## src/rtl/lpr_pkg.sv

```systemverilog
// Shared types and constants of the line pixel rasteriser.
package lpr_pkg;

  localparam int unsigned COORD_W     = 6;
  localparam int unsigned DIM_W       = 7;
  localparam int unsigned ADDR_W      = 12;
  localparam int unsigned COLOR_W     = 24;
  localparam int unsigned ERR_W       = 8;
  localparam int unsigned IN_DATA_W   = 48;
  localparam int unsigned OUT_DATA_W  = 48;
  localparam int unsigned CFG_ADDR_W  = 3;
  localparam int unsigned CFG_DATA_W  = 32;
  localparam int unsigned QUEUE_DEPTH = 2;

  localparam logic [DIM_W-1:0] DIM_RESET = 7'd64;

  // Register byte addresses.
  localparam logic [CFG_ADDR_W-1:0] REG_SURFACE_WIDTH  = 3'd0;
  localparam logic [CFG_ADDR_W-1:0] REG_SURFACE_HEIGHT = 3'd4;

  typedef logic [COORD_W-1:0] coord_t;
  typedef logic signed [ERR_W-1:0] err_t;

  // One classified line, ready for the stepper.
  typedef struct packed {
    coord_t                     major;
    coord_t                     minor;
    coord_t                     major_end;
    err_t                       err;
    err_t                       inc_flat;
    err_t                       inc_diag;
    logic                       steep;
    logic                       minor_up;
    logic [COLOR_W-1:0]         color;
  } line_cmd_t;

  // Surface configuration as seen by the stepper.
  typedef struct packed {
    logic [DIM_W-1:0] width;
    logic [DIM_W-1:0] height;
  } lpr_cfg_t;

endpackage

```

## src/rtl/lpr_front.sv

```systemverilog
// Front end: accepts a line segment and classifies it into a stepping command.
module lpr_front
  import lpr_pkg::*;
(
  input  logic                 s_axis_tvalid,
  output logic                 s_axis_tready,
  // fields from bit 0: start_x, start_y, end_x, end_y, line_color
  input  logic [IN_DATA_W-1:0] s_axis_tdata,
  output logic                 push_valid_o,
  input  logic                 push_ready_i,
  output line_cmd_t            push_cmd_o
);

  coord_t            x1, y1, x2, y2;
  logic [COORD_W:0]  dx, dy;
  coord_t            adx, ady;
  coord_t            amaj, amin;
  logic              steep;
  logic [ERR_W-1:0]  two_min, two_maj;

  assign x1 = s_axis_tdata[5:0];
  assign y1 = s_axis_tdata[11:6];
  assign x2 = s_axis_tdata[17:12];
  assign y2 = s_axis_tdata[23:18];

  always_comb begin
    dx    = {1'b0, x2} - {1'b0, x1};
    dy    = {1'b0, y2} - {1'b0, y1};
    adx   = dx[COORD_W] ? COORD_W'(-dx) : dx[COORD_W-1:0];
    ady   = dy[COORD_W] ? COORD_W'(-dy) : dy[COORD_W-1:0];
    steep = ady > adx;
    amaj  = steep ? ady : adx;
    amin  = steep ? adx : ady;
    two_min = {1'b0, amin, 1'b0};
    two_maj = {1'b0, amaj, 1'b0};

    push_cmd_o.steep = steep;
    // The minor coordinate rises when both deltas are non-zero and share a sign.
    push_cmd_o.minor_up = (dx[COORD_W] && dy[COORD_W]) ||
                          (!dx[COORD_W] && (dx != '0) && !dy[COORD_W] && (dy != '0));
    if (steep) begin
      push_cmd_o.major     = dy[COORD_W] ? y2 : y1;
      push_cmd_o.minor     = dy[COORD_W] ? x2 : x1;
      push_cmd_o.major_end = dy[COORD_W] ? y1 : y2;
    end else begin
      push_cmd_o.major     = dx[COORD_W] ? x2 : x1;
      push_cmd_o.minor     = dx[COORD_W] ? y2 : y1;
      push_cmd_o.major_end = dx[COORD_W] ? x1 : x2;
    end
    push_cmd_o.err      = err_t'(two_min - {2'b00, amaj});
    push_cmd_o.inc_flat = err_t'(two_min);
    push_cmd_o.inc_diag = err_t'(two_min - two_maj);
    push_cmd_o.color    = s_axis_tdata[47:24];
  end

  assign push_valid_o  = s_axis_tvalid;
  assign s_axis_tready = push_ready_i;

endmodule

```

## src/rtl/lpr_queue.sv

```systemverilog
// Short command queue between the front end and the stepper.
module lpr_queue
  import lpr_pkg::*;
(
  input  logic      clk_i,
  input  logic      rst_ni,
  input  logic      push_valid_i,
  output logic      push_ready_o,
  input  line_cmd_t push_cmd_i,
  output logic      pop_valid_o,
  input  logic      pop_ready_i,
  output line_cmd_t pop_cmd_o
);

  localparam int unsigned PTR_W = $clog2(QUEUE_DEPTH);
  localparam int unsigned CNT_W = $clog2(QUEUE_DEPTH + 1);

  line_cmd_t          entry_q [QUEUE_DEPTH];
  logic [PTR_W-1:0]   wr_ptr_q, wr_ptr_d;
  logic [PTR_W-1:0]   rd_ptr_q, rd_ptr_d;
  logic [CNT_W-1:0]   count_q, count_d;
  logic               push, pop;

  assign push_ready_o = count_q != CNT_W'(QUEUE_DEPTH);
  assign pop_valid_o  = count_q != '0;
  assign pop_cmd_o    = entry_q[rd_ptr_q];
  assign push         = push_valid_i && push_ready_o;
  assign pop          = pop_valid_o && pop_ready_i;

  always_comb begin
    wr_ptr_d = wr_ptr_q;
    rd_ptr_d = rd_ptr_q;
    count_d  = count_q;
    if (push) begin
      wr_ptr_d = (wr_ptr_q == PTR_W'(QUEUE_DEPTH - 1)) ? '0 : wr_ptr_q + 1'b1;
    end
    if (pop) begin
      rd_ptr_d = (rd_ptr_q == PTR_W'(QUEUE_DEPTH - 1)) ? '0 : rd_ptr_q + 1'b1;
    end
    if (push && !pop) begin
      count_d = count_q + 1'b1;
    end else if (pop && !push) begin
      count_d = count_q - 1'b1;
    end
  end

  always_ff @(posedge clk_i or negedge rst_ni) begin
    if (!rst_ni) begin
      wr_ptr_q <= '0;
      rd_ptr_q <= '0;
      count_q  <= '0;
    end else begin
      wr_ptr_q <= wr_ptr_d;
      rd_ptr_q <= rd_ptr_d;
      count_q  <= count_d;
    end
  end

  always_ff @(posedge clk_i) begin
    if (push) begin
      entry_q[wr_ptr_q] <= push_cmd_i;
    end
  end

endmodule

```

## src/rtl/lpr_stepper.sv

```systemverilog
// Back end: Bresenham stepper that emits one pixel per cycle into an output register while the output is not stalled.
module lpr_stepper
  import lpr_pkg::*;
#(
  parameter int unsigned TILE_SIZE = 64
) (
  input  logic                  clk_i,
  input  logic                  rst_ni,
  input  lpr_cfg_t              cfg_i,
  input  logic                  cmd_valid_i,
  output logic                  cmd_ready_o,
  input  line_cmd_t             cmd_i,
  output logic                  m_axis_tvalid,
  input  logic                  m_axis_tready,
  // fields from bit 0: pixel_x, pixel_y, pixel_address, pixel_color
  output logic [OUT_DATA_W-1:0] m_axis_tdata,
  // fields from bit 0: in_bounds
  output logic [0:0]            m_axis_tuser,
  output logic                  m_axis_tlast
);

  localparam logic [DIM_W-1:0] TILE_DIM = DIM_W'(TILE_SIZE);

  logic                    busy_q, busy_d;
  logic                    tvalid_q, tvalid_d;
  line_cmd_t               line_q;
  logic [OUT_DATA_W-1:0]   tdata_q;
  logic                    tuser_q;
  logic                    tlast_q;

  logic [DIM_W-1:0]        w_eff, h_eff;
  coord_t                  px, py;
  logic [COORD_W+DIM_W-1:0] row_base;
  logic [COORD_W+DIM_W-1:0] addr_sum;
  logic                    in_bounds;
  logic                    last;
  logic                    load;
  logic                    step_flat;

  always_comb begin
    w_eff     = (cfg_i.width > TILE_DIM) ? TILE_DIM : cfg_i.width;
    h_eff     = (cfg_i.height > TILE_DIM) ? TILE_DIM : cfg_i.height;
    px        = line_q.steep ? line_q.minor : line_q.major;
    py        = line_q.steep ? line_q.major : line_q.minor;
    row_base  = py * w_eff;
    addr_sum  = row_base + {{DIM_W{1'b0}}, px};
    in_bounds = ({1'b0, px} < w_eff) && ({1'b0, py} < h_eff);
    last      = line_q.major >= line_q.major_end;
    // Shallow lines keep the minor coordinate while the error is negative,
    // steep lines also while it is zero.
    step_flat = line_q.steep ? (line_q.err <= 0) : (line_q.err < 0);
  end

  assign load        = busy_q && (!tvalid_q || m_axis_tready);
  assign cmd_ready_o = !busy_q;

  always_comb begin
    busy_d   = busy_q;
    tvalid_d = tvalid_q;
    if (!busy_q && cmd_valid_i) begin
      busy_d = 1'b1;
    end else if (load && last) begin
      busy_d = 1'b0;
    end
    if (load) begin
      tvalid_d = 1'b1;
    end else if (m_axis_tready) begin
      tvalid_d = 1'b0;
    end
  end

  always_ff @(posedge clk_i or negedge rst_ni) begin
    if (!rst_ni) begin
      busy_q   <= 1'b0;
      tvalid_q <= 1'b0;
    end else begin
      busy_q   <= busy_d;
      tvalid_q <= tvalid_d;
    end
  end

  always_ff @(posedge clk_i) begin
    if (!busy_q && cmd_valid_i) begin
      line_q <= cmd_i;
    end else if (load && !last) begin
      line_q.major <= line_q.major + 1'b1;
      if (step_flat) begin
        line_q.err <= line_q.err + line_q.inc_flat;
      end else begin
        line_q.minor <= line_q.minor_up ? line_q.minor + 1'b1 : line_q.minor - 1'b1;
        line_q.err   <= line_q.err + line_q.inc_diag;
      end
    end
  end

  always_ff @(posedge clk_i) begin
    if (load) begin
      tdata_q <= {line_q.color, addr_sum[ADDR_W-1:0], py, px};
      tuser_q <= in_bounds;
      tlast_q <= last;
    end
  end

  assign m_axis_tvalid = tvalid_q;
  assign m_axis_tdata  = tdata_q;
  assign m_axis_tuser  = tuser_q;
  assign m_axis_tlast  = tlast_q;

endmodule

```

## src/rtl/line_pixel_rasterizer.sv

```systemverilog
// Top level of the line pixel rasteriser with its configuration registers.
//
// Usage: each item on the s_axis channel is one line segment (two endpoints
// and a colour). The block answers with one m_axis item per pixel of the
// line, in stepping order; tlast marks the final pixel and tuser carries the
// in-bounds flag. Surface width and height are set through the APB port,
// only while no line is in flight: a rule for the user, not enforced.
//
// The front end classifies a segment in the cycle it is accepted and places
// it in a two-entry queue. From there it passes through the stepper's line
// register and the output register. For a line of n pixels (n from 1
// to 64) the stepper first loads the command from the queue, then emits one
// pixel per cycle from its single Bresenham update loop unless stalled.
//
// Reset sets width and height to 64 and empties the queue and the output
// register. When the receiver holds tready low, the pixel in the output
// register stays, the stepper stops, and once the queue is full s_axis_tready
// falls until the stepper takes the next line.
module line_pixel_rasterizer
  import lpr_pkg::*;
#(
  parameter int unsigned TILE_SIZE = 64
) (
  input  logic                  clk_i,
  input  logic                  rst_ni,
  input  logic                  s_axis_tvalid,
  output logic                  s_axis_tready,
  // fields from bit 0: start_x, start_y, end_x, end_y, line_color
  input  logic [IN_DATA_W-1:0]  s_axis_tdata,
  output logic                  m_axis_tvalid,
  input  logic                  m_axis_tready,
  // fields from bit 0: pixel_x, pixel_y, pixel_address, pixel_color
  output logic [OUT_DATA_W-1:0] m_axis_tdata,
  // fields from bit 0: in_bounds
  output logic [0:0]            m_axis_tuser,
  output logic                  m_axis_tlast,
  input  logic                  psel,
  input  logic                  penable,
  input  logic                  pwrite,
  input  logic [CFG_ADDR_W-1:0] paddr,
  input  logic [CFG_DATA_W-1:0] pwdata,
  output logic [CFG_DATA_W-1:0] prdata,
  output logic                  pready
);

  lpr_cfg_t   cfg_q;
  logic       cfg_wr;
  logic       push_valid, push_ready;
  line_cmd_t  push_cmd;
  logic       pop_valid, pop_ready;
  line_cmd_t  pop_cmd;

  assign pready = 1'b1;
  assign cfg_wr = psel && penable && pwrite && pready;

  always_ff @(posedge clk_i or negedge rst_ni) begin
    if (!rst_ni) begin
      cfg_q.width  <= DIM_RESET;
      cfg_q.height <= DIM_RESET;
    end else if (cfg_wr) begin
      case (paddr)
        REG_SURFACE_WIDTH:  cfg_q.width  <= pwdata[DIM_W-1:0];
        REG_SURFACE_HEIGHT: cfg_q.height <= pwdata[DIM_W-1:0];
        default: ;
      endcase
    end
  end

  always_comb begin
    case (paddr)
      REG_SURFACE_WIDTH:  prdata = {{(CFG_DATA_W-DIM_W){1'b0}}, cfg_q.width};
      REG_SURFACE_HEIGHT: prdata = {{(CFG_DATA_W-DIM_W){1'b0}}, cfg_q.height};
      default:            prdata = '0;
    endcase
  end

  lpr_front u_front (
    .s_axis_tvalid (s_axis_tvalid),
    .s_axis_tready (s_axis_tready),
    .s_axis_tdata  (s_axis_tdata),
    .push_valid_o  (push_valid),
    .push_ready_i  (push_ready),
    .push_cmd_o    (push_cmd)
  );

  lpr_queue u_queue (
    .clk_i        (clk_i),
    .rst_ni       (rst_ni),
    .push_valid_i (push_valid),
    .push_ready_o (push_ready),
    .push_cmd_i   (push_cmd),
    .pop_valid_o  (pop_valid),
    .pop_ready_i  (pop_ready),
    .pop_cmd_o    (pop_cmd)
  );

  lpr_stepper #(
    .TILE_SIZE (TILE_SIZE)
  ) u_stepper (
    .clk_i         (clk_i),
    .rst_ni        (rst_ni),
    .cfg_i         (cfg_q),
    .cmd_valid_i   (pop_valid),
    .cmd_ready_o   (pop_ready),
    .cmd_i         (pop_cmd),
    .m_axis_tvalid (m_axis_tvalid),
    .m_axis_tready (m_axis_tready),
    .m_axis_tdata  (m_axis_tdata),
    .m_axis_tuser  (m_axis_tuser),
    .m_axis_tlast  (m_axis_tlast)
  );

endmodule

```

## config.mk

```make
export PLATFORM = sky130hd
export DESIGN_NAME = line_pixel_rasterizer
export DESIGN_NICKNAME = d
export VERILOG_FILES = /design/src/rtl/lpr_pkg.sv /design/src/rtl/lpr_front.sv /design/src/rtl/lpr_queue.sv /design/src/rtl/lpr_stepper.sv /design/src/rtl/line_pixel_rasterizer.sv
export SDC_FILE = /design/constraint.sdc
export NUM_CORES = 1
export LEC_CHECK = 0
export ABC_AREA = 0
export BUFFER_PORTS_ARGS = -buffer_cell sky130_fd_sc_hd__buf_2
export CAP_MARGIN = 15
export CORE_MARGIN = 2
export CORE_UTILIZATION = 55
export DETAILED_ROUTE_END_ITERATION = 10
export GPL_TIMING_DRIVEN = 0
export PLACE_DENSITY = 0.78
export SLEW_MARGIN = 20
export SYNTH_ARGS = -nofsm -noshare
export SYNTH_HDL_FRONTEND = slang
export SYNTH_SLANG_ARGS = --single-unit
export TNS_END_PERCENT = 100
```

## constraint.sdc

```tcl
create_clock -name clk_i -period 11.2 [get_ports clk_i]
set_input_delay 0.56 -clock clk_i [delete_from_list [all_inputs] [get_ports clk_i]]
set_output_delay 0.56 -clock clk_i [all_outputs]
set_load 0.02 [all_outputs]
```

* After elaboration in Yosys (flattened, before gate mapping)
Memories as Yosys holds them, arrays and structs flattened.
Cells that the tools add are included.
** Operators by class
- Add/sub/neg operators :: 16
- Multiply operators :: 1
- Magnitude comparators :: 8
- Equal/unequal tests :: 3
- Multiplexer cells :: 34
- Reduce and logical (&&, ||, !) cells :: 34
** Operators by type and width (number)
- 2-to-1 mux 6 bit :: 14
- 2-to-1 mux 12 bit :: 2
- 2-to-1 mux 8 bit :: 3
- 2-to-1 mux 18 bit :: 1
- adder 8 bit :: 2
- > comparator 7 bit, second input constant :: 2
- logical AND 1 bit :: 14
- less-than comparator 6 x 7 -> 1 bit :: 2
- 2-to-1 mux 7 bit :: 2
- case mux 7 bit (2 select lines) :: 1
- nonzero test 7 bit :: 2
- subtractor 6 x 6 -> 7 bit :: 2
- adder 12 x 6 -> 12 bit :: 1
- adder 6 x 1 -> 6 bit, second input constant :: 2
- multiplier 6 x 7 -> 12 bit :: 1
- negation 6 bit :: 2
- nonzero test 2 bit :: 5
- 2-to-1 mux 1 bit :: 9
- <= comparator 8 x 1 -> 1 bit, second input constant :: 1
- less-than comparator 8 x 1 -> 1 bit, second input constant :: 1
- subtractor 7 x 6 -> 8 bit :: 1
- subtractor 7 x 7 -> 8 bit :: 1
- logical NOT 1 bit :: 7
- >= comparator 6 bit :: 1
- other kinds (11) :: 17
** Storage, ports and cells
- Flip-flop bits (word level) :: 138
- RAM bits :: 132
- Input bits :: 90
- Output and inout bits :: 85
- Word-level logic and storage cells :: 116
- Memories kept :: 1
** Memory list
- u_queue.entry_q :: depth 2, bits a word 66, read ports 1, clocked after Yosys merged registers in 0, write ports 1, RTL line lpr_queue.sv:18 : line_cmd_t entry_q [QUEUE_DEPTH];

* Longest topological paths before layout
- Depth in word-level cells :: 6
- Depth in mapped cells :: 26
- Mapped depth without buffers :: 25

* Modules after synthesis
From an unflattened synthesis, not the netlist that was laid out.
** Unflattened totals
- Cell total of the unflattened synthesis :: 1173
- Area total of the unflattened synthesis :: 14956.8 sq um
** Modules (own cells, without submodules)
- lpr_stepper :: times used 1, cells an instance 497, area each 6543.8 sq um, seq. area each 3593.4 sq um
- lpr_queue :: times used 1, cells an instance 230, area each 5143.7 sq um, seq. area each 4184.0 sq um
- lpr_front :: times used 1, cells an instance 367, area each 2367.3 sq um, seq. area each 0.0 sq um
- line_pixel_rasterizer :: times used 1, cells an instance 79, area each 902.1 sq um, seq. area each 352.8 sq um

* Worst setup path after synthesis
Ideal clock, no wire load.
- Path type :: in2reg
- From :: in s_axis_tdata[12]
- To :: mem u_queue.entry_q[0][46] in the netlist's numbering (data pin)
- Setup time :: 270 ps
- Data arrival time :: 5527 ps
- Data required time :: 10930 ps
- Path slack :: 5403 ps
- Cell stages on the path :: 25
- Path buffers :: 1
- Path through :: inv_1 -> ha_1 -> inv_1 -> fa_1 -> a21o_1 -> a21oi_2 -> o21a_1 -> nand2_1 -> xor2_1 -> ha_1 -> and2_1 -> nand4_1 -> o211ai_1 -> maj3_2 -> inv_2 -> buf_2 -> nand2_1 -> a21boi_0 -> fa_1 -> a21o_1 -> maj3_1 -> mux2i_1 -> o21ai_1 -> a21oi_1 -> xor2_1
** RTL lines
- from (decl) :: RTL line line_pixel_rasterizer.sv:29 : input logic [IN_DATA_W-1:0] s_axis_tdata,
- to (decl) :: RTL line lpr_queue.sv:18

==> summary.md <==
| Metric | Value |
|---|---|
| Cell count after synthesis | 1,098 |
| Commonest non-fill, non-tap cell in the layout | edfxtp_1 |
| Die Span Y | 164 um |
| Largest net degree at the start of global routing | 53 |
| Placed Instances | 1,577 |
| Crit path capture | u_queue.entry_q[0][46] |
| CTS sink count | 265 |
| Setup TNS | 0 ps |
| Starting Density | 55.8% |
| WL/cell | 17.7 um |
| Fin util | 63.8% |
| Routability congestion estimate | 0.956 |
| WL met2 | 14,600 um |
| Number of synthesized register bits | between 200 and 300 |
| Max stage delay cell, worst path | xor2_1 |
| Hold Vio Cnt, Final | 0 |
| Gr ovfl total | 0 |
| Metal-1 WL | 12,100 um |
| CP Launch Type | input pin |
| Vias in the first global route | 8,906 |
| Final Setup Violations | 0 |
| Root Driver | clkbuf_16 |
| Buffers on Ports | 122 |
| Ys async rst share | 7.55% |
| Die span in x | 164 um |
| Ant. Diodes | 0 |
| Clock Latency Late Sink | approximately 530 ps |
| Initial detailed-routing violation count | 645 |
| RSZ-0062 raised after global routing | false |
| Max-cap viol count | 0 |
| CP max stage delay | 630 ps |
| Top achievable clock speed | between 150 and 200 MHz |
| Min-Delay Path Class | in2reg |
| Crit. End Element | flop |
| Top sig layer | met4 |
| PwrDens | 313 mW/mm^2 |
| Leakage | 6.63 nW |
| Layout Nets | 1,476 |
| Non-filler cells in the finished layout | approximately 1,600 |
| GRT Overall Usage | 21.6% |
| Clock slew at reported path FFs | 60 ps |
| Status | complete, no violations |
| Final period utilization | approximately 58% |
| Worst-margin pin slew | 1020 ps |
| Most frequent cells in the layout | edfxtp_1, buf_2, nand2_1, ha_1, inv_1 |
| Tot Pwr | 5.01 mW |
| RR Endpoint | u_stepper.m_axis_tdata[23] |
| Io pins | 175 |
| WP data arrival | a little under 7000 ps |
| Mapped cell area | about 0.014 sq mm |
| CTS tree | built |
| Mapped Avg Cell Area | between 10 and 15 sq um |
| Critical Path RT | 11,560 ps |
| Slew headroom | 30.2% |
| FF-to-FF Start | u_stepper.line_q[25] |
| Kind of critical path | in2reg |
| Sequential area share after synthesis | 56.1% |
| Post-route cell area | 0.0160 sq mm |
| Netlist cell types | 55 |
| VDD IR-drop max | 0.203 mV |
| Routed wl met3 | 1400 um |
| Row cnt | 58 |
| Drt total wl | approximately 29,000 um |
| Max clock buf depth | 3 |
| First-pass GRT wire length | 45,600 um |
| Placeable core region | roughly 0.025 sq mm |
| DIE AREA | approximately 0.027 sq mm |
| Post-synth EDFFs | 245 |
| Vias | between 8,000 and 9,000 |
| Critical path origin | s_axis_tdata[12] |
| Layout cells sized above 1 | 22.1% |
| Post-route minimum period | between 6000 and 7000 ps |
| Vias per cell | 5.44 |
| Reg2Reg Setup Slack | 5450 ps |
| Drt first pass iters | 5 |
| Initial antenna violation count | 0 |
| Worst r2r path cells | 21 |
| Final Skew | around 21 ps |
| Detail Route Antenna Nets | 0 |
| Dpl hpwl | 20,900 um |
| Synth Flop Type | edfxtp_1 |
| Layout area overhead | 14.4% |
| H-Tree Depth | 1 |
| # DRC | 0 |
| PostCTS Resize Cnt | 0 |
| Post-DP Area | 0.0152 sq mm |
| Slew Limit Fails | 0 |
| Fillers | 1,911 |
| Yosys Warn Count | 0 |
| Worst Path Max Fanout | 10 |
| Number of buffers created by CTS | 27 |
==> cells by family (layout without fill, tap and decap cells) <==
| group | after synthesis | in the layout | synth area share, % |
|---|---|---|---|
| simple gates | 255 | 255 | 8.46 |
| other cells | 2 | 26 | 0.0536 |
| mux | 112 | 112 | 8.81 |
| buf+inv | 145 | 319 | 4.65 |
| flops | 265 | 265 | 56.1 |
| compound gates | 151 | 151 | 6.95 |
| fa+ha+maj | 112 | 112 | 11.5 |
| xor+xnor | 56 | 56 | 3.50 |
==> metal layers <==
layer	vias to the layer above	track usage, %
li1	4229	-
met1	4310	28.3
met4	0	6.18
met2	253	38.2
met3	48	2.62
met5	-	0
==> per-stage QoR <==
step,setup WS (ps),hold WS [ps]
2_1_floorplan,5400,264
3_3_place_gp,4410,401
3_5_place_dp,4310,405
4_1_cts,4850,210
5_1_grt,4350,211
6_report,4750,228
==> repair_timing <==
item / 4_1_cts / 5_1_grt
setup buffers: 0 / 0
hold endpoints to repair: 18 / 0
hold buffers: 1 / 0
==> sequential cells by signal, indices dropped and copies added, names as in the netlist <==
| signal | count |
|---|---|
| u_queue.entry_q | 130 |
| u_stepper.line_q | 65 |
| u_stepper.m_axis_tdata | 48 |
| cfg_q | 14 |
| u_queue.count_q | 2 |
| u_queue.rd_ptr_q | 1 |
| u_queue.wr_ptr_q | 1 |
| u_stepper.busy_q | 1 |
| u_stepper.m_axis_tlast | 1 |
| u_stepper.m_axis_tuser | 1 |
| u_stepper.m_axis_tvalid | 1 |
==> how the worst min path moves through the flow <==
stage / cells past startpoint / end / startpoint / slack [ps]
floorplan: 0 / cfg_q[0] / rst_ni / 260
global placement: 0 / u_stepper.m_axis_tdata[29] / u_stepper.line_q[5] / 400
detailed placement: 0 / u_stepper.m_axis_tdata[29] / u_stepper.line_q[5] / 400
CTS: 1 / u_queue.entry_q[1][15] / s_axis_tdata[39] / 210
global route: 1 / u_queue.entry_q[0][1] / s_axis_tdata[25] / 210
finish: 1 / u_queue.entry_q[0][5] / s_axis_tdata[29] / 230
==> where the power goes <==
group          switching, mW  total (mW)  internal (mW)
combinational           1.43        2.36          0.935
clock                  0.357       0.820          0.463
sequential             0.129        1.83           1.70
==> critical path: cells and delay by family <==
kind | cells | cell delay (ps)
xor gates and xnor gates | 2 | 840
buffers and inverters | 5 | 800
and+or+nand+nor | 1 | 110
adders and majority gates | 6 | 2170
muxes | 1 | 240
AOI/OAI and AO/OA | 10 | 2060
==> Yosys cell counts, types with 6 or more instances <==
library cell | n | share of area, %
a211oi_1 | 18 | 0.96
a21o_1 | 13 | 0.70
a21oi_1 | 43 | 1.5
a31oi_1 | 20 | 0.89
and2_1 | 8 | 0.36
and3_1 | 9 | 0.40
buf_1 | 7 | 0.19
buf_4 | 26 | 1.4
clkbuf_1 | 27 | 0.72
dfrtp_1 | 18 | 3.2
edfxtp_1 | 245 | 53
fa_1 | 28 | 4.0
ha_1 | 81 | 7.2
inv_1 | 81 | 2.2
mux2_2 | 70 | 5.6
mux2i_1 | 40 | 2.9
nand2_1 | 87 | 2.3
nand2b_1 | 29 | 1.3
nand3_1 | 7 | 0.25
nor2_1 | 74 | 2.0
nor2b_1 | 16 | 0.71
nor3_1 | 8 | 0.29
o21a_1 | 6 | 0.32
o21ai_0 | 27 | 0.96
o21bai_1 | 6 | 0.32
or2_2 | 7 | 0.31
xnor2_1 | 39 | 2.4
xor2_1 | 17 | 1.1
==> final cells by class <==
cell class,count,area (sq um),area share (%)
multi-input cells,712,5600,34.9
clock buffers,29,683,4.26
plain buffers,63,344,2.15
clock inverters,19,124,0.773
inverters,82,310,1.94
well taps,330,413,2.58
repair buffers,126,696,4.34
flip-flops and latches,265,7860,49.0
Power figures use the tool's default switching activity.
